**src/rtl/ned_pkg.sv**
```systemverilog
// Shared types and constants for the name escape decoder.
`default_nettype none

package ned_pkg;

  localparam int unsigned HoldMax    = 5;
  localparam int unsigned SlotCount  = HoldMax + 1;
  localparam int unsigned QueueDepth = 4;

  localparam logic [7:0] EscLead   = 8'h5F;  // '_'
  localparam logic [7:0] EscMark   = 8'h5A;  // 'Z'
  localparam logic [7:0] DigitZero = 8'h30;  // '0'
  localparam logic [7:0] DigitNine = 8'h39;  // '9'

  localparam logic [9:0] EscLimit  = 10'd256;

  // One unit of work for the back end: up to six bytes to send in order.
  typedef struct packed {
    logic [SlotCount-1:0][7:0] bytes;
    logic [2:0]                cnt;   // number of valid slots, 1..6
    logic                      last;  // final slot closes the name
    logic                      any;   // an escape was replaced in this name
  } ned_rec_t;

endpackage

`default_nettype wire

```
**src/rtl/ned_front.sv**
```systemverilog
// Front end: matches escapes, holds partial matches, emits byte groups.
`default_nettype none

module ned_front (
  input  wire logic             clk_i,
  input  wire logic             rst_ni,
  input  wire logic             in_valid_i,
  output logic                  in_ready_o,
  input  wire logic [7:0]       in_byte_i,
  input  wire logic             in_last_i,
  output logic                  rec_valid_o,
  input  wire logic             rec_ready_i,
  output ned_pkg::ned_rec_t     rec_o
);

  logic [ned_pkg::HoldMax-1:0][7:0] held_q, held_d;
  logic [2:0]                       count_q, count_d;
  logic                             seen_q, seen_d;

  logic       accept;
  logic       is_lead, is_digit, fits, esc_hit;
  logic [9:0] esc_val;
  logic [2:0] n_out;

  assign in_ready_o = rec_ready_i;
  assign accept     = in_valid_i & rec_ready_i;

  assign is_lead  = (in_byte_i == ned_pkg::EscLead);
  assign is_digit = (in_byte_i >= ned_pkg::DigitZero) && (in_byte_i <= ned_pkg::DigitNine);

  // Held digits are known to be '0'..'9', so the low nibble is the digit.
  assign esc_val = {6'd0, held_q[2][3:0]} * 10'd100
                 + {6'd0, held_q[3][3:0]} * 10'd10
                 + {6'd0, held_q[4][3:0]};

  always_comb begin
    unique case (count_q)
      3'd0:                fits = is_lead;
      3'd1:                fits = (in_byte_i == ned_pkg::EscMark);
      3'd2, 3'd3, 3'd4:    fits = is_digit;
      default:             fits = 1'b0;
    endcase
  end

  assign esc_hit = (count_q == 3'd5) && is_lead && (esc_val < ned_pkg::EscLimit);

  always_comb begin
    held_d  = held_q;
    count_d = count_q;
    seen_d  = seen_q;
    n_out   = 3'd0;
    rec_o   = '0;

    // Held bytes first, then the incoming byte in the next slot.
    for (int i = 0; i < ned_pkg::HoldMax; i++) begin
      if (3'(i) < count_q) begin
        rec_o.bytes[i] = held_q[i];
      end else begin
        rec_o.bytes[i] = in_byte_i;
      end
    end
    rec_o.bytes[ned_pkg::HoldMax] = in_byte_i;

    priority if (esc_hit) begin
      rec_o.bytes[0] = esc_val[7:0];
      n_out   = 3'd1;
      count_d = 3'd0;
      seen_d  = 1'b1;
    end else if (in_last_i) begin
      n_out = count_q + 3'd1;
    end else if (fits) begin
      held_d[count_q] = in_byte_i;
      count_d = count_q + 3'd1;
    end else if (is_lead) begin
      n_out     = count_q;
      held_d[0] = in_byte_i;
      count_d   = 3'd1;
    end else begin
      n_out   = count_q + 3'd1;
      count_d = 3'd0;
    end

    if (in_last_i) begin
      rec_o.any = seen_q | esc_hit;
      count_d   = 3'd0;
      seen_d    = 1'b0;
    end
    rec_o.cnt  = n_out;
    rec_o.last = in_last_i;

    if (!accept) begin
      held_d  = held_q;
      count_d = count_q;
      seen_d  = seen_q;
    end
  end

  assign rec_valid_o = in_valid_i & (n_out != 3'd0);

  always_ff @(posedge clk_i or negedge rst_ni) begin
    if (!rst_ni) begin
      count_q <= 3'd0;
      seen_q  <= 1'b0;
    end else begin
      count_q <= count_d;
      seen_q  <= seen_d;
    end
  end

  always_ff @(posedge clk_i) begin
    held_q <= held_d;
  end

endmodule

`default_nettype wire

```
**src/rtl/ned_fifo.sv**
```systemverilog
// Short queue of byte groups between front end and back end.
`default_nettype none

module ned_fifo #(
  parameter int unsigned Depth = ned_pkg::QueueDepth
) (
  input  wire logic              clk_i,
  input  wire logic              rst_ni,
  input  wire logic              push_i,
  output logic                   ready_o,
  input  wire ned_pkg::ned_rec_t data_i,
  output logic                   valid_o,
  input  wire logic              pop_i,
  output ned_pkg::ned_rec_t      data_o
);

  localparam int unsigned PtrW = (Depth > 1) ? $clog2(Depth) : 1;
  localparam int unsigned CntW = $clog2(Depth + 1);

  ned_pkg::ned_rec_t mem_q [Depth];
  logic [PtrW-1:0]   wr_q, wr_d, rd_q, rd_d;
  logic [CntW-1:0]   fill_q, fill_d;
  logic              do_push, do_pop;

  assign ready_o = (fill_q != CntW'(Depth));
  assign valid_o = (fill_q != '0);
  assign data_o  = mem_q[rd_q];

  assign do_push = push_i & ready_o;
  assign do_pop  = pop_i & valid_o;

  always_comb begin
    wr_d   = wr_q;
    rd_d   = rd_q;
    fill_d = fill_q;
    if (do_push) begin
      wr_d = (wr_q == PtrW'(Depth - 1)) ? '0 : wr_q + PtrW'(1);
    end
    if (do_pop) begin
      rd_d = (rd_q == PtrW'(Depth - 1)) ? '0 : rd_q + PtrW'(1);
    end
    unique case ({do_push, do_pop})
      2'b10:   fill_d = fill_q + CntW'(1);
      2'b01:   fill_d = fill_q - CntW'(1);
      default: fill_d = fill_q;
    endcase
  end

  always_ff @(posedge clk_i or negedge rst_ni) begin
    if (!rst_ni) begin
      wr_q   <= '0;
      rd_q   <= '0;
      fill_q <= '0;
    end else begin
      wr_q   <= wr_d;
      rd_q   <= rd_d;
      fill_q <= fill_d;
    end
  end

  always_ff @(posedge clk_i) begin
    if (do_push) begin
      mem_q[wr_q] <= data_i;
    end
  end

endmodule

`default_nettype wire

```
**src/rtl/ned_back.sv**
```systemverilog
// Back end: sends the bytes of each group one transfer at a time.
`default_nettype none

module ned_back (
  input  wire logic              clk_i,
  input  wire logic              rst_ni,
  input  wire logic              rec_valid_i,
  output logic                   rec_pop_o,
  input  wire ned_pkg::ned_rec_t rec_i,
  output logic                   m_axis_tvalid,
  input  wire logic              m_axis_tready,
  output logic [7:0]             m_axis_tdata,
  output logic                   m_axis_tlast,
  output logic                   m_axis_tuser
);

  ned_pkg::ned_rec_t rec_q, rec_d;
  logic [2:0]        idx_q, idx_d;
  logic              busy_q, busy_d;
  logic              final_slot, advance, done, load;

  assign final_slot = (idx_q == rec_q.cnt - 3'd1);
  assign advance    = busy_q & m_axis_tready;
  assign done       = advance & final_slot;
  assign load       = (~busy_q | done) & rec_valid_i;
  assign rec_pop_o  = load;

  always_comb begin
    rec_d  = rec_q;
    idx_d  = idx_q;
    busy_d = busy_q;
    if (load) begin
      rec_d  = rec_i;
      idx_d  = 3'd0;
      busy_d = 1'b1;
    end else if (done) begin
      busy_d = 1'b0;
    end else if (advance) begin
      idx_d = idx_q + 3'd1;
    end
  end

  assign m_axis_tvalid = busy_q;
  assign m_axis_tdata  = rec_q.bytes[idx_q];
  assign m_axis_tlast  = rec_q.last & final_slot;
  assign m_axis_tuser  = rec_q.any & rec_q.last & final_slot;

  always_ff @(posedge clk_i or negedge rst_ni) begin
    if (!rst_ni) begin
      busy_q <= 1'b0;
      idx_q  <= 3'd0;
    end else begin
      busy_q <= busy_d;
      idx_q  <= idx_d;
    end
  end

  always_ff @(posedge clk_i) begin
    rec_q <= rec_d;
  end

endmodule

`default_nettype wire

```
**src/rtl/name_escape_decoder.sv**
```systemverilog
// Path: decoded bytes pass through the queue, then the back-end register.
// Throughput: one input transfer per cycle while the queue has room; the back
//   end sends one output transfer per cycle while the sink is ready; a group
//   has up to six bytes (a released partial escape plus the current byte).
// Reset: asynchronous, active low; clears match state, queue and output stage.
// Held escape bytes are not reset; they are only read once written.
`default_nettype none

module name_escape_decoder #(
  parameter int unsigned QueueDepth = ned_pkg::QueueDepth
) (
  input  wire logic       clk_i,
  input  wire logic       rst_ni,
  // Input stream
  input  wire logic       s_axis_tvalid,
  output logic            s_axis_tready,
  input  wire logic [7:0] s_axis_tdata,   // [7:0] in_byte
  input  wire logic       s_axis_tlast,   // in_last
  // Output stream
  output logic            m_axis_tvalid,
  input  wire logic       m_axis_tready,
  output logic [7:0]      m_axis_tdata,   // [7:0] out_byte
  output logic            m_axis_tlast,   // out_last
  output logic            m_axis_tuser    // [0] any_decoded
);

  // Front end to queue
  ned_pkg::ned_rec_t front_rec;
  logic              front_valid;
  logic              queue_ready;

  // Queue to back end
  ned_pkg::ned_rec_t queue_rec;
  logic              queue_valid;
  logic              back_pop;

  // Match the escape pattern and turn each input transfer into a byte group.
  // A transfer that only extends a partial match yields no group.
  ned_front u_front (
    .clk_i       (clk_i),
    .rst_ni      (rst_ni),
    .in_valid_i  (s_axis_tvalid),
    .in_ready_o  (s_axis_tready),
    .in_byte_i   (s_axis_tdata),
    .in_last_i   (s_axis_tlast),
    .rec_valid_o (front_valid),
    .rec_ready_i (queue_ready),
    .rec_o       (front_rec)
  );

  // Decouple matching from sending so a stalled sink does not stop the
  // front end until the queue fills.
  ned_fifo #(
    .Depth (QueueDepth)
  ) u_fifo (
    .clk_i   (clk_i),
    .rst_ni  (rst_ni),
    .push_i  (front_valid),
    .ready_o (queue_ready),
    .data_i  (front_rec),
    .valid_o (queue_valid),
    .pop_i   (back_pop),
    .data_o  (queue_rec)
  );

  // Serialise each group; the next group loads on the final transfer.
  ned_back u_back (
    .clk_i         (clk_i),
    .rst_ni        (rst_ni),
    .rec_valid_i   (queue_valid),
    .rec_pop_o     (back_pop),
    .rec_i         (queue_rec),
    .m_axis_tvalid (m_axis_tvalid),
    .m_axis_tready (m_axis_tready),
    .m_axis_tdata  (m_axis_tdata),
    .m_axis_tlast  (m_axis_tlast),
    .m_axis_tuser  (m_axis_tuser)
  );

endmodule

`default_nettype wire

```
**config.mk**
```make
export PLATFORM = sky130hd
export DESIGN_NAME = name_escape_decoder
export DESIGN_NICKNAME = d
export VERILOG_FILES = /design/src/rtl/ned_pkg.sv /design/src/rtl/ned_front.sv /design/src/rtl/ned_fifo.sv /design/src/rtl/ned_back.sv /design/src/rtl/name_escape_decoder.sv
export SDC_FILE = /design/constraint.sdc
export NUM_CORES = 1
export LEC_CHECK = 0
export CAP_MARGIN = 20
export CORE_ASPECT_RATIO = 0.6
export CORE_UTILIZATION = 35
export DETAILED_ROUTE_END_ITERATION = 7
export DONT_BUFFER_PORTS = 1
export SLEW_MARGIN = 20
export SYNTH_ARGS = -nofsm -noshare
export SYNTH_HDL_FRONTEND = slang
export SYNTH_HIERARCHICAL = 1
export SYNTH_SLANG_ARGS = --single-unit
```
**constraint.sdc**
```tcl
create_clock -name clk_i -period 11.3 [get_ports clk_i]
set_input_delay 2.26 -clock clk_i [delete_from_list [all_inputs] [get_ports clk_i]]
set_output_delay 2.26 -clock clk_i [all_outputs]
set_load 0.01 [all_outputs]
```
# ---- Yosys cells after proc, flatten, opt, wreduce, memory -nomap -nowiden
# Memories as Yosys holds them, arrays and structs flattened. A register that Yosys moved wholly into a read port is not among the register bits.
# Cells that the tools add are included.
dict set report classes {
  addsub 9
  mul 2
  n_div 0
  n_lt_le_gt_ge 11
  n_eq_ne 14
  n_shift 0
  n_mux 35
  bitwise_logic 15
  n_reduce_logical 17
}
# operator count
set op_table {}
lappend op_table {{$mux 8} 10}
lappend op_table {{$bwmux 40} 1}
lappend op_table {{$mux 3} 10}
lappend op_table {{$bmux 8 s3} 1}
lappend op_table {{$demux 8 s3} 1}
lappend op_table {{$eq 8x7->1 const B} 2}
lappend op_table {{$add 10x4->10} 1}
lappend op_table {{$add 10x8->10} 1}
lappend op_table {{$and 1x1->1} 10}
lappend op_table {{$lt 10x9->1 const B} 1}
lappend op_table {{$reduce_bool 2->1} 5}
lappend op_table {{$add 3x1->3 const B} 3}
lappend op_table {{$ge 8x6->1 const B} 1}
lappend op_table {{$le 8x6->1 const B} 1}
lappend op_table {{$lt 3x4->1 const B} 2}
lappend op_table {{$mul 4x5->8 const B} 1}
lappend op_table {{$mux 1} 8}
lappend op_table {{$reduce_and 4->1} 2}
lappend op_table {{$mul 4x3->7 const B} 1}
lappend op_table {{$eq 2x2->1 const B} 3}
lappend op_table {{$eq 3x2->1 const B} 2}
lappend op_table {{$eq 3x3->1 const B} 2}
lappend op_table {{$lt 1x3->1 const A} 2}
lappend op_table {{$lt 2x3->1 const A} 2}
lappend op_table {{other kinds (19)} 30}
dict set report totals {
  regBits 55
  latch_bits 0
  ram_bits 212
  rom_bits 0
  inputBits 13
  output_inout_bits 12
  elab_cells 116
  n_memories 1
}
# name depth word_bits read_ports rd_clocked_by_memory_dff wr line
set mem_list {}
lappend mem_list {u_fifo.mem_q 4 53 1 1 1 ned_fifo.sv:20} ;# ned_pkg::ned_rec_t mem_q [Depth];

# ---- Longest topological paths before layout
# Gate-level depths: netlist (run 1).
dict set report logic_depth {
  ltp_word 11
  ltp_mapped 21
  depth_no_buf 21
}

# ---- Hierarchy
# Netlist (run 1), hierarchy kept.
# module n_inst cells_each area_per_inst_um2 seq_area_each_um2
set modules_own_cells {}
lappend modules_own_cells {ned_fifo 1 317 8085.3 6541.3}
lappend modules_own_cells {ned_front 1 278 3135.5 1301.2}
lappend modules_own_cells {ned_back 1 127 2306.0 1691.6}

# ---- Worst setup path after synthesis (run 1)
# Ideal clock, no wire load.
dict set report synth_path {
  path_type {input port to flip-flop}
  startpoint {in m_axis_tready}
  endpoint {reg u_fifo.fill_q[2]}
  setup_time_ns 0.079
  arrival_ns 6.502
  required_time_ns 11.221
  slack_ns 4.719
  stages 10
  path_buffers 0
  path_cell_list {nand4_1 > a21oi_1 > nand2_1 > inv_1 > ha_1 > inv_1 > fa_1 > xor2_1 > nor2_1 > xor2_1}
}
dict set report synth_between {
  elab_chain_cells 7
  elab_cells_between_ends 9
  cone_classes {2 x eq/ne; 1 x mux; 5 x bitwise; 1 x reduce/logical}
}
# element line
set synth_lines {}
lappend synth_lines {{from (decl)} name_escape_decoder.sv:21} ;# input wire logic m_axis_tready,
lappend synth_lines {{$and 1x1->1 *} ned_back.sv:23} ;# assign advance = busy_q & m_axis_tready;
lappend synth_lines {{$and 1x1->1 *} ned_back.sv:24} ;# assign done = advance & final_slot;
lappend synth_lines {{$or 1x1->1 *} ned_back.sv:25} ;# assign load = (~busy_q | done) & rec_valid_i;
lappend synth_lines {{$and 1x1->1 *} ned_back.sv:25}
lappend synth_lines {{named net back_pop} name_escape_decoder.sv:35} ;# logic back_pop;
lappend synth_lines {{$and 1x1->1 *} ned_fifo.sv:30} ;# assign do_pop = pop_i & valid_o;
lappend synth_lines {{named net u_fifo.do_pop} ned_fifo.sv:23} ;# logic do_push, do_pop;
lappend synth_lines {{$eq 2x1->1 / $eq 2x2->1 (equally long branches)} ned_fifo.sv:42} ;# unique case ({do_push, do_pop})
lappend synth_lines {{$pmux 3 s2 / $reduce_bool 2->1 (equally long branches)} n/a}
lappend synth_lines {{to (signal assigned)} ned_fifo.sv:57} ;# fill_q <= fill_d;
lappend synth_lines {{to (decl)} ned_fifo.sv:22} ;# logic [CntW-1:0] fill_q, fill_d;
# The timed path passes the listed nets; every way through them passes the cells marked *.
# A chain may end at the register's enable or synchronous reset.

==> results of run 1 <==
==> power by group <==
| group | leakage, uW | switching [uW] | internal (uW) |
|---|---|---|---|
| sequential | 0.00296 | 86.6 | 1590 |
| clock | 0.000375 | 402 | 449 |
| combinational | 0.00161 | 492 | 344 |
| total | 0.00494 | 980 | 2380 |
==> cells in the final DEF (no fill, tap or decap), drive strengths merged, types with 4 or more instances in the layout <==
cell | netlist | final
edfxtp | 305 | 305
mux4 | 61 | 61
inv | 38 | 39
clkbuf | 11 | 38
mux2 | 36 | 36
ha | 35 | 35
nand2 | 18 | 18
mux2i | 16 | 16
dfrtp | 15 | 15
a21oi | 14 | 14
nor2 | 13 | 13
o21ai | 13 | 13
buf | 29 | 12
o22ai | 10 | 10
nor2b | 9 | 9
clkinv | 0 | 9
xor2 | 8 | 8
and3 | 7 | 7
fa | 6 | 6
a21o | 5 | 5
nand3 | 4 | 4
o211ai | 4 | 4
nand2b | 4 | 4
xnor2 | 4 | 4
and2b | 4 | 4
nor3 | 4 | 4
==> metrics by stage <==
step	std cells	setup slack [ns]	utilization (%)	instance area [sq um]
global placement	1205	5.31	37.1	14100
global route	1257	5.09	39.3	14900
floorplan	722	4.72	-	13500
finish	1258	5.43	39.3	14900
detailed placement	1206	5.17	37.2	14100
CTS	1256	5.40	39.2	14900
==> state kept, by name (all words and copies together), names as in the netlist <==
name / cells
u_back/m_axis_tvalid: 1
u_fifo/mem_q: 212
u_fifo/wr_q: 2
u_front/held_q: 40
u_fifo/rd_q: 2
u_fifo/fill_q: 3
u_back/rec_q: 53
u_front/seen_q: 1
u_back/idx_q: 3
u_front/count_q: 3
==> final timing paths <==
check | startpoint | to | slack [ns] | depth (start not counted)
max | u_front/held_q[27] | u_fifo/mem_q[3][50] | 5.43 | 14
min | u_fifo/fill_q[2] | u_fifo/fill_q[2] | 0.48 | 1
max reg2reg | u_front/held_q[27] | u_fifo/mem_q[3][50] | 5.43 | 14
min reg2reg | u_fifo/fill_q[2] | u_fifo/fill_q[2] | 0.48 | 1
max in group asynchronous | rst_ni | u_front/count_q[2] | 9.80 | 0
min in group asynchronous | rst_ni | u_back/idx_q[0] | 1.40 | 0
==> layout make-up <==
class                   count  area, sq um  share of cell area [%]
flip-flops and latches    320         9540                    64.1
multi-input cells         324         3670                    24.7
clock buffers              38          727                    4.89
well taps                 513          642                    4.32
inverters                  38          143                   0.959
repair buffers             12         90.1                   0.606
clock inverters            12         60.1                   0.404
diodes                      1         2.50                  0.0168
==> layer usage <==
layer  vias to the layer above  wire length [microns]  global-route usage (%)
met3                        14                   3650                    6.03
li1                       2866                      -                       -
met4                         0                    130                    1.40
met1                      3353                  15000                    25.6
met2                       279                  10800                    17.4
met5                         -                      0                       0
==> worst max-delay path: cells and delay by family, from the launching register on <==
kind,cells,cell delay (ns)
AOI/OAI and AO/OA,5,1.43
adders and majority gates,5,1.54
xor gates and xnor gates,1,0.20
DFF,1,0.47
buffers and inverters,1,0.60
and+or+nand+nor,2,1.19
==> kinds of logic after synthesis <==
family          synth area share [%]
compound gates                  3.48
xor+xnor                       0.943
fa+ha+maj                       4.13
buf+inv                         2.72
flops                           70.5
mux                             14.4
simple gates                    3.86
==> results.sh, run 1 <==
export IMPL_final_nets=777
export IMPL_skew_ns=0.0144
export IMPL_drc=0
export IMPL_netlist_area_sq_um=13500
export IMPL_core_area_sq_um=37800
export IMPL_min_delay_path_class="reg -> reg"
export IMPL_clk_latency_ns=0.55
export IMPL_synth_avg_cell_area_sq_um=18.7
export IMPL_cp_arrival_ns=6.04
export IMPL_post_route_min_period_ns=5.87
export IMPL_p_leak_uw=0.00494
export IMPL_vias=6512
export IMPL_start_util_pct=35.7
export IMPL_yosys_register_bits=320
export IMPL_ctsHoldBuffers=0
export IMPL_synthCells=722
export IMPL_fin_crit_sh_pct=51.9
export IMPL_syn_nets=776
export IMPL_rows=55
export IMPL_grt_pass1_vias=6196
export IMPL_synth_most_common_cell="edfxtp_1"
export IMPL_crit_top_cell="ha_1"
export IMPL_synth_common_cells="edfxtp_1 (305), mux4_2 (61), inv_1 (38), ha_1 (35), mux2_2 (34)"
export IMPL_grt_usage_pct=15.1
export IMPL_io_buffers=0
export IMPL_clock_sinks=320
export IMPL_die_h_microns=154
export IMPL_max_slew_worst_pin_slew_ns=1.09
export IMPL_fill_cells=3424
export IMPL_finalWeightedCongestion=0.875
export IMPL_crit_fanout=41
export IMPL_slowest_stage="nand4b_1"
export IMPL_io_pin_count=25
export IMPL_drv_slew=0
export IMPL_clkTransAtPathRegs_ns=0.07
export IMPL_cts_tree="done"
export IMPL_outcome="complete, no violations"
export IMPL_path_cells="ha_1 > ha_1 > fa_1 > xor2_1 > ha_1 > ha_1 > o21a_1 > o31ai_1 > a311oi_1 > nand4b_1 > o211ai_1 > a22o_1 > and3_2 > buf_4"
export IMPL_dpl_hpwl_microns=19900
export IMPL_cts_buffer_depth=3
export IMPL_finalHoldWorstSlack_ns=0.485
export IMPL_ctsRootBufferMaster="clkbuf_16"
export IMPL_worstPathRequired_ns=11.47
export IMPL_synth_cell_types=65
export IMPL_cts_made_buffers=27
export IMPL_yosys_area_top_type="edfxtp_1"
export IMPL_die_w_microns=256
export IMPL_synthTopCellsByArea="edfxtp_1 (68%), mux4_2 (10%), ha_1 (3.2%), mux2_2 (2.8%), dfrtp_1 (2.8%)"
export IMPL_drt_iter0_drc=923
export IMPL_vias_per_cell=5.18
export IMPL_p_per_area_nw_per_um2=226
export IMPL_synth_top_cell_area_share_pct=67.7
export IMPL_drt_total_wl_microns=29600
export IMPL_hold_violations=0
export IMPL_grt_pass1_wl_microns=43400
export IMPL_wl_per_cell_microns=23.5
export IMPL_antenna_found_initial=2
export IMPL_htreeDepth=1
export IMPL_grt_max_degree=56
export IMPL_post_cts_resized=0
export IMPL_vdd_drop_max_uv=114
export IMPL_critPathMaxStageDelay_ns=0.76
export IMPL_path_class="reg -> reg"
export IMPL_yosysSeqAreaShare_pct=70.5
export IMPL_async_reset_ff_share_pct=4.69
export IMPL_syn2layout_area_growth_pct=9.93
export IMPL_ys_warn_count=6
export IMPL_slew_headroom_pct=27.0
export IMPL_setup_viol=0
export IMPL_antenna_left=0
export IMPL_drive_gt1_share_pct=21.8
export IMPL_grt_setup_unrepaired="no"
export IMPL_fmax_mhz=170
export IMPL_die_area_sq_um=39500
export IMPL_max_cap_violations=0
export IMPL_cts_setup_buffers=0
export IMPL_power_uw=3360
export IMPL_firstDrtPassIters=5
export IMPL_end_kind="flop"
export IMPL_globalRoute_totalOverflow=0
export IMPL_synth_enable_flop_cells=305
export IMPL_dominantRegCellSynth="edfxtp_1"
export IMPL_critPathLaunchType="flop"
export IMPL_tns_ns=0
(Power assumes the default switching activity.)
==> run 2: changes to the inputs <==
ABC_AREA = 1   (was unset)
clock period = 5.55 ns   (was 11.3 ns; I/O delays follow)
==> run 2 against run 1 <==
Against the previous run: via count increased by 37%; non-clock buffer count unchanged; count of clock-buffer cells in the layout decreased by 4; register-to-register slack got worse by 4.5 ns; synthesized cell count increased by 73%; area after synthesis increased by 9.1%; maximum frequency increased by 28%.
==> results.sh, run 2 <==
export IMPL_grt_max_degree=113
export IMPL_synth_compound_area_share_pct=11.0
export IMPL_cts_buffer_depth=3
export IMPL_skew_ns=0.0110
export IMPL_drc=0
export IMPL_synth_avg_cell_area_sq_um=11.8
export IMPL_critPathLaunchType="flop"
export IMPL_r2r_start="u_front/held_q[16]"
export IMPL_max_cap_violations=0
export IMPL_largest_register="u_fifo/mem_q"
export IMPL_antenna_left=0
export IMPL_yosys_register_bits=320
export IMPL_synth_cell_types=35
export IMPL_htreeDepth=1
export IMPL_synthCells=1251
export IMPL_synth_enable_flop_cells=305
export IMPL_slew_headroom_pct=26.8
export IMPL_worstPathRequired_ns=6.03
export IMPL_vias=8906
export IMPL_io_pin_count=25
export IMPL_largest_reg_flops=212
export IMPL_cts_tree="done"
export IMPL_rows=57
export IMPL_firstDrtPassIters=5
export IMPL_antenna_found_initial=1
export IMPL_synthAdderAreaFrac_pct=3.78
export IMPL_ctsRootBufferMaster="clkbuf_16"
export IMPL_wl_per_cell_microns=19.3
export IMPL_final_nets=1286
export IMPL_fin_crit_sh_pct=82.4
export IMPL_vdd_drop_max_uv=289
export IMPL_setup_viol=0
export IMPL_min_delay_path_class="in -> async"
export IMPL_syn_nets=1305
export IMPL_core_area_sq_um=41000
export IMPL_vias_per_cell=4.92
export IMPL_drt_total_wl_microns=35000
export IMPL_seqCellArea_sq_um=9540
export IMPL_reg_top3="u_fifo/mem_q: 212 flops, u_back/rec_q: 53 flops, u_front/held_q: 40 flops"
export IMPL_fill_cells=3888
export IMPL_multi_input_area_sq_um=4100
export IMPL_max_slew_worst_pin_slew_ns=1.09
export IMPL_async_reset_ff_share_pct=4.69
export IMPL_die_w_microns=267
export IMPL_fmax_mhz=219
export IMPL_synth_most_common_cell="edfxtp_1"
export IMPL_synth_top_cell_area_share_pct=62.1
export IMPL_outcome="complete, no violations"
export IMPL_p_per_area_nw_per_um2=475
export IMPL_crit_fanout=7
export IMPL_synth_common_cells="edfxtp_1 (305), nand2_1 (297), inv_1 (173), nor2_1 (74), o211ai_2 (57)"
export IMPL_syn2layout_area_growth_pct=8.79
export IMPL_cts_setup_buffers=0
export IMPL_drt_iter0_drc=1050
export IMPL_tns_ns=0
export IMPL_post_route_min_period_ns=4.57
export IMPL_synthTopCellsByArea="edfxtp_1 (62%), nand2_1 (7.6%), o211ai_2 (4.8%), inv_1 (4.4%), ha_1 (3.0%)"
export IMPL_globalRoute_totalOverflow=0
export IMPL_dominantRegCellSynth="edfxtp_1"
export IMPL_finalWeightedCongestion=0.891
export IMPL_clk_latency_ns=0.56
export IMPL_drv_slew=0
export IMPL_grt_pass1_wl_microns=53000
export IMPL_power_uw=7630
export IMPL_synth_area_mux_share_pct=0
export IMPL_start_util_pct=36.0
export IMPL_p_leak_uw=0.00616
export IMPL_yosys_area_top_type="edfxtp_1"
export IMPL_hold_violations=0
export IMPL_drive_gt1_share_pct=12.9
export IMPL_path_class="reg -> reg"
export IMPL_synth_top_family_by_area="simple AND/OR/NAND/NOR gates"
export IMPL_grt_setup_unrepaired="no"
export IMPL_die_h_microns=161
export IMPL_yosysSeqAreaShare_pct=64.6
export IMPL_yosys_area_share_xor_xnor_pct=0.475
export IMPL_post_cts_resized=0
export IMPL_dpl_hpwl_microns=22300
export IMPL_die_area_sq_um=43000
export IMPL_synthSimpleGateAreaFrac_pct=12.3
export IMPL_cp_startpoint="u_front/held_q[16]"
export IMPL_placed_cell_area_sq_um=15200
export IMPL_clock_sinks=320
export IMPL_ys_warn_count=6
export IMPL_antennaDiodeCount=0
export IMPL_grt_usage_pct=16.6
export IMPL_cts_made_buffers=28
export IMPL_final_area_sq_um=16000
export IMPL_ctsHoldBuffers=0
export IMPL_clkTransAtPathRegs_ns=0.07
export IMPL_grt_pass1_vias=8360
export IMPL_netlist_area_sq_um=14800
export IMPL_io_buffers=0
export IMPL_final_cell_mix="edfxtp_1 (305), nand2_1 (297), inv_1 (173), nor2_1 (69), o211ai_2 (57)"
export IMPL_final_common_cell="edfxtp_1"
export IMPL_cp_arrival_ns=5.05
export IMPL_end_kind="flop"
-- run 2: stage by stage --
step	util, %	cells	setup WS (ns)	hold WS [ns]
final	39.1	1811	0.979	0.234
after global routing	39.1	1811	0.666	0.210
after CTS	39.1	1811	0.996	0.213
after detailed placement	37.0	1762	1.04	0.465
after global placement	37.0	1762	1.15	0.462
after floorplan	-	1251	-0.256	0.446
-- run 2: cell type report --
class                      count  area share, %
clock buffer                  34           4.51
clock inverter                15          0.865
sequential                   320           59.5
inverter                     181           4.26
tap                          560           4.37
multi-input combinational    689           25.5
timing repair buffer          12           1.03
-- run 2: final timing paths --
| path | slack (ns) | end | cells past startpoint |
|---|---|---|---|
| worst min register to register | 0.47 | u_fifo/fill_q[0] | 1 |
| worst max register to register | 0.98 | u_fifo/fill_q[1] | 19 |
| worst min-delay path | 0.23 | u_back/idx_q[1] | 0 |
| max in group asynchronous | 5.22 | u_fifo/rd_q[0] | 0 |
| worst max-delay path | 0.98 | u_fifo/fill_q[1] | 19 |
| min in group clk_i | 0.47 | u_fifo/fill_q[0] | 1 |
-- run 2: routing by layer --
layer / up-vias / routed length, microns / track usage [%]
li1: 4226 / - / -
met4: 0 / 267 / 1.85
met3: 22 / 3750 / 5.18
met2: 319 / 13600 / 22.4
met1: 4339 / 17400 / 26.2
met5: - / 0 / 0
-- run 2: cells by family after synthesis --
kind of cell               after synthesis
xor gates and xnor gates                 8
and+or+nand+nor                        435
AOI/OAI and AO/OA                      205
adders and majority gates               41
DFF                                    320
buffers and inverters                  242
-- run 2: critical path, cell delays in order, from the launching register on --
cell and delay [ns]:
edfxtp_1 0.47, ha_1 0.33, ha_1 0.19, inv_1 0.06
fa_1 0.48, inv_1 0.05, ha_1 0.28, ha_1 0.36
a21oi_1 0.27, nand3_1 0.11, nand2_1 0.10, nand3_1 0.12
o21ai_2 0.24, nor2_1 0.07, nor2_1 0.19, nand2_2 0.21
ha_1 0.28, inv_1 0.09, fa_1 0.41, o21ai_0 0.17
-- run 2: power breakdown --
group          switching [uW]  leakage, uW  internal (uW)
logic                    1540      0.00276            605
clock network             875     0.000425           1020
registers                 253      0.00297           3330
total                    2670      0.00616           4950
==> run 3: changes to the inputs <==
clock period = 4.1 ns   (was 5.55 ns; I/O delays follow)
==> run 3 against run 2 <==
Against the previous run: hold slack better by 0.12 ns; utilization up 0.94 points; global-route usage is 0.13 points higher; sequential power is 35% higher; non-clock buffer count increased by 28; critical path type unchanged; critical endpoint is now u_fifo/mem_q[2][19].
==> results.sh, run 3 (synthesis gave the netlist of run 2 again) <==
export IMPL_clkTransAtPathRegs_ns=0.07
export IMPL_io_buffers=0
export IMPL_clkPwrFrac_pct=24.6
export IMPL_vias=8967
export IMPL_rr_worst_depth=20
export IMPL_slew_headroom_pct=17.5
export IMPL_cts_buffer_depth=3
export IMPL_drt_iter0_drc=906
export IMPL_switchingPower_uw=3650
export IMPL_cp_startpoint="u_front/held_q[17]"
export IMPL_grt_pass1_vias=8399
export IMPL_path_cells="buf_4 > ha_1 > inv_1 > fa_1 > inv_1 > ha_4 > ha_4 > nand2_1 > inv_1 > a21oi_2 > nand2_1 > nand2_2 > nand2_4 > o21ai_4 > nor2_1 > nor2_2 > nand2_2 > buf_12 > nor2_4 > buf_12"
export IMPL_rrSetupSlack_ns=0.15
export IMPL_die_area_sq_um=43000
export IMPL_crit_top_cell="inv_1"
export IMPL_htreeDepth=1
export IMPL_tns_ns=0
export IMPL_wl_met2_microns=13400
export IMPL_max_slew_worst_pin_slew_ns=1.23
export IMPL_worstPathRequired_ns=4.31
export IMPL_critPathMaxStageDelay_ns=0.53
export IMPL_max_cap_violations=0
export IMPL_power_uw=10500
export IMPL_crit_fanout=46
export IMPL_dpl_hpwl_microns=24100
export IMPL_antenna_found_initial=2
export IMPL_rows=57
export IMPL_antenna_left=0
export IMPL_finalHoldWorstSlack_ns=0.356
export IMPL_hold_violations=0
export IMPL_globalRoute_totalOverflow=0
export IMPL_swShare_pct=34.9
export IMPL_grt_max_degree=81
export IMPL_vias_per_cell=4.87
export IMPL_drt_total_wl_microns=35700
export IMPL_cts_tree="done"
export IMPL_routed_top_layer="met5"
export IMPL_slowest_stage="fa_1"
export IMPL_final_common_cell="edfxtp_1"
export IMPL_seqPwrFrac_pct=46.0
export IMPL_min_delay_path_class="in -> reg"
export IMPL_die_h_microns=161
export IMPL_io_pin_count=25
export IMPL_clock_sinks=320
export IMPL_grt_setup_unrepaired="yes"
export IMPL_drv_slew=0
export IMPL_final_cell_mix="edfxtp_1 (305), nand2_1 (293), inv_1 (172), nor2_1 (69), o211ai_2 (57)"
export IMPL_fmax_mhz=253
export IMPL_met1_length_microns=18200
export IMPL_internal_power_uw=6810
export IMPL_wl_per_cell_microns=19.4
export IMPL_path_class="reg -> reg"
export IMPL_vdd_drop_max_uv=501
export IMPL_ctsRootBufferMaster="clkbuf_16"
export IMPL_p_comb_share_pct=29.3
export IMPL_p_per_area_nw_per_um2=637
export IMPL_drc=0
export IMPL_setup_viol=0
export IMPL_outcome="complete, no violations"
export IMPL_final_nets=1314
export IMPL_fin_crit_sh_pct=96.5
export IMPL_drive_gt1_share_pct=16.2
export IMPL_placed_cell_area_sq_um=15400
export IMPL_largest_register="u_fifo/mem_q"
export IMPL_cts_made_buffers=28
export IMPL_met3_length_microns=3510
export IMPL_p_leak_uw=0.00632
export IMPL_clk_latency_ns=0.56
export IMPL_largest_reg_flops=212
export IMPL_critPathLaunchType="flop"
export IMPL_cp_arrival_ns=4.17
export IMPL_crit_end="u_fifo/mem_q[2][19]"
export IMPL_start_util_pct=36.0
export IMPL_grt_usage_pct=16.7
export IMPL_grt_pass1_wl_microns=53300
export IMPL_core_area_sq_um=41000
export IMPL_r2r_start="u_front/held_q[17]"
export IMPL_reg_top3="u_fifo/mem_q: 212 flops, u_back/rec_q: 53 flops, u_front/held_q: 40 flops"
export IMPL_finalWeightedCongestion=0.810
export IMPL_end_kind="flop"
export IMPL_syn2layout_area_growth_pct=11.4
export IMPL_skew_ns=0.0173
export IMPL_r2r_end="u_fifo/mem_q[2][19]"
export IMPL_final_area_sq_um=16400
export IMPL_post_route_min_period_ns=3.95
export IMPL_firstDrtPassIters=7
export IMPL_die_w_microns=267
run 3: cell types whose count changed in the layout (fill, tap and decap cells not counted), sizes merged, moves of 2 or more:
cell | before | now
buf | 12 | 37
bufinv | 2 | 0
clkbuf | 34 | 43
clkinv | 14 | 11
run 3: metal layers:
metal	up-vias	GRT usage, %
met1	4346	27.3
met5	-	0
li1	4278	-
met4	2	2.85
met3	39	5.11
met2	302	21.2
run 3: repair_timing:
action	4_1_cts	5_1_grt
endpoints found under the hold margin	15	0
hold buffers	1	0
gates cloned	0	1
pin swaps	0	5
endpoints found under the setup margin	1	194
resized for setup	1	7
buffers inserted	0	8
run 3: worst min-delay path by stage:
stage	start	end	slack [ns]	depth (start not counted)
finish	s_axis_tdata[0]	u_front/held_q[24]	0.36	0
global route	s_axis_tdata[0]	u_front/held_q[24]	0.33	0
CTS	s_axis_tdata[7]	u_front/held_q[7]	0.33	0
detailed placement	u_fifo/fill_q[0]	u_fifo/fill_q[0]	0.46	1
global placement	u_fifo/fill_q[0]	u_fifo/fill_q[0]	0.47	1
floorplan	u_fifo/fill_q[0]	u_fifo/fill_q[0]	0.45	1
run 3: cell type report:
cell class / instances / area, sq um
diodes: 1 / 2.50
fillers: 3895 / 24600
clock buffers: 41 / 832
flip-flops and latches: 320 / 9540
clock inverters: 11 / 57.6
repair buffers: 40 / 420
well taps: 560 / 701
inverters: 181 / 683
multi-input cells: 689 / 4200
run 3: per-stage QoR:
stage / instances / setup slack (ns) / util, %
after floorplan: 1251 / -0.181 / -
after global placement: 1779 / 0.125 / 37.6
after detailed placement: 1779 / -0.0444 / 37.6
after CTS: 1832 / 0.0238 / 39.8
after global routing: 1842 / -0.0497 / 40.1
final: 1843 / 0.145 / 40.1
run 3: power by group through the flow:
stage               combinational [uW]  clock (uW)  sequential [uW]
floorplan                         2320           0             4720
global placement                  2970           0             4870
detailed placement                3020           0             4890
CTS                               3040        2640             4820
global route                      3390        2750             4890
finish                            3070        2580             4820
run 3: worst max-delay path, delay by kind of cell, from the launching register on:
kind / cells / cell delay, ns
AND/OR/NAND/NOR: 8 / 0.73
adder cells (fa/ha/maj): 4 / 1.31
AO/OA/AOI/OAI: 2 / 0.32
flip-flops: 1 / 0.40
buffers and inverters: 6 / 0.80
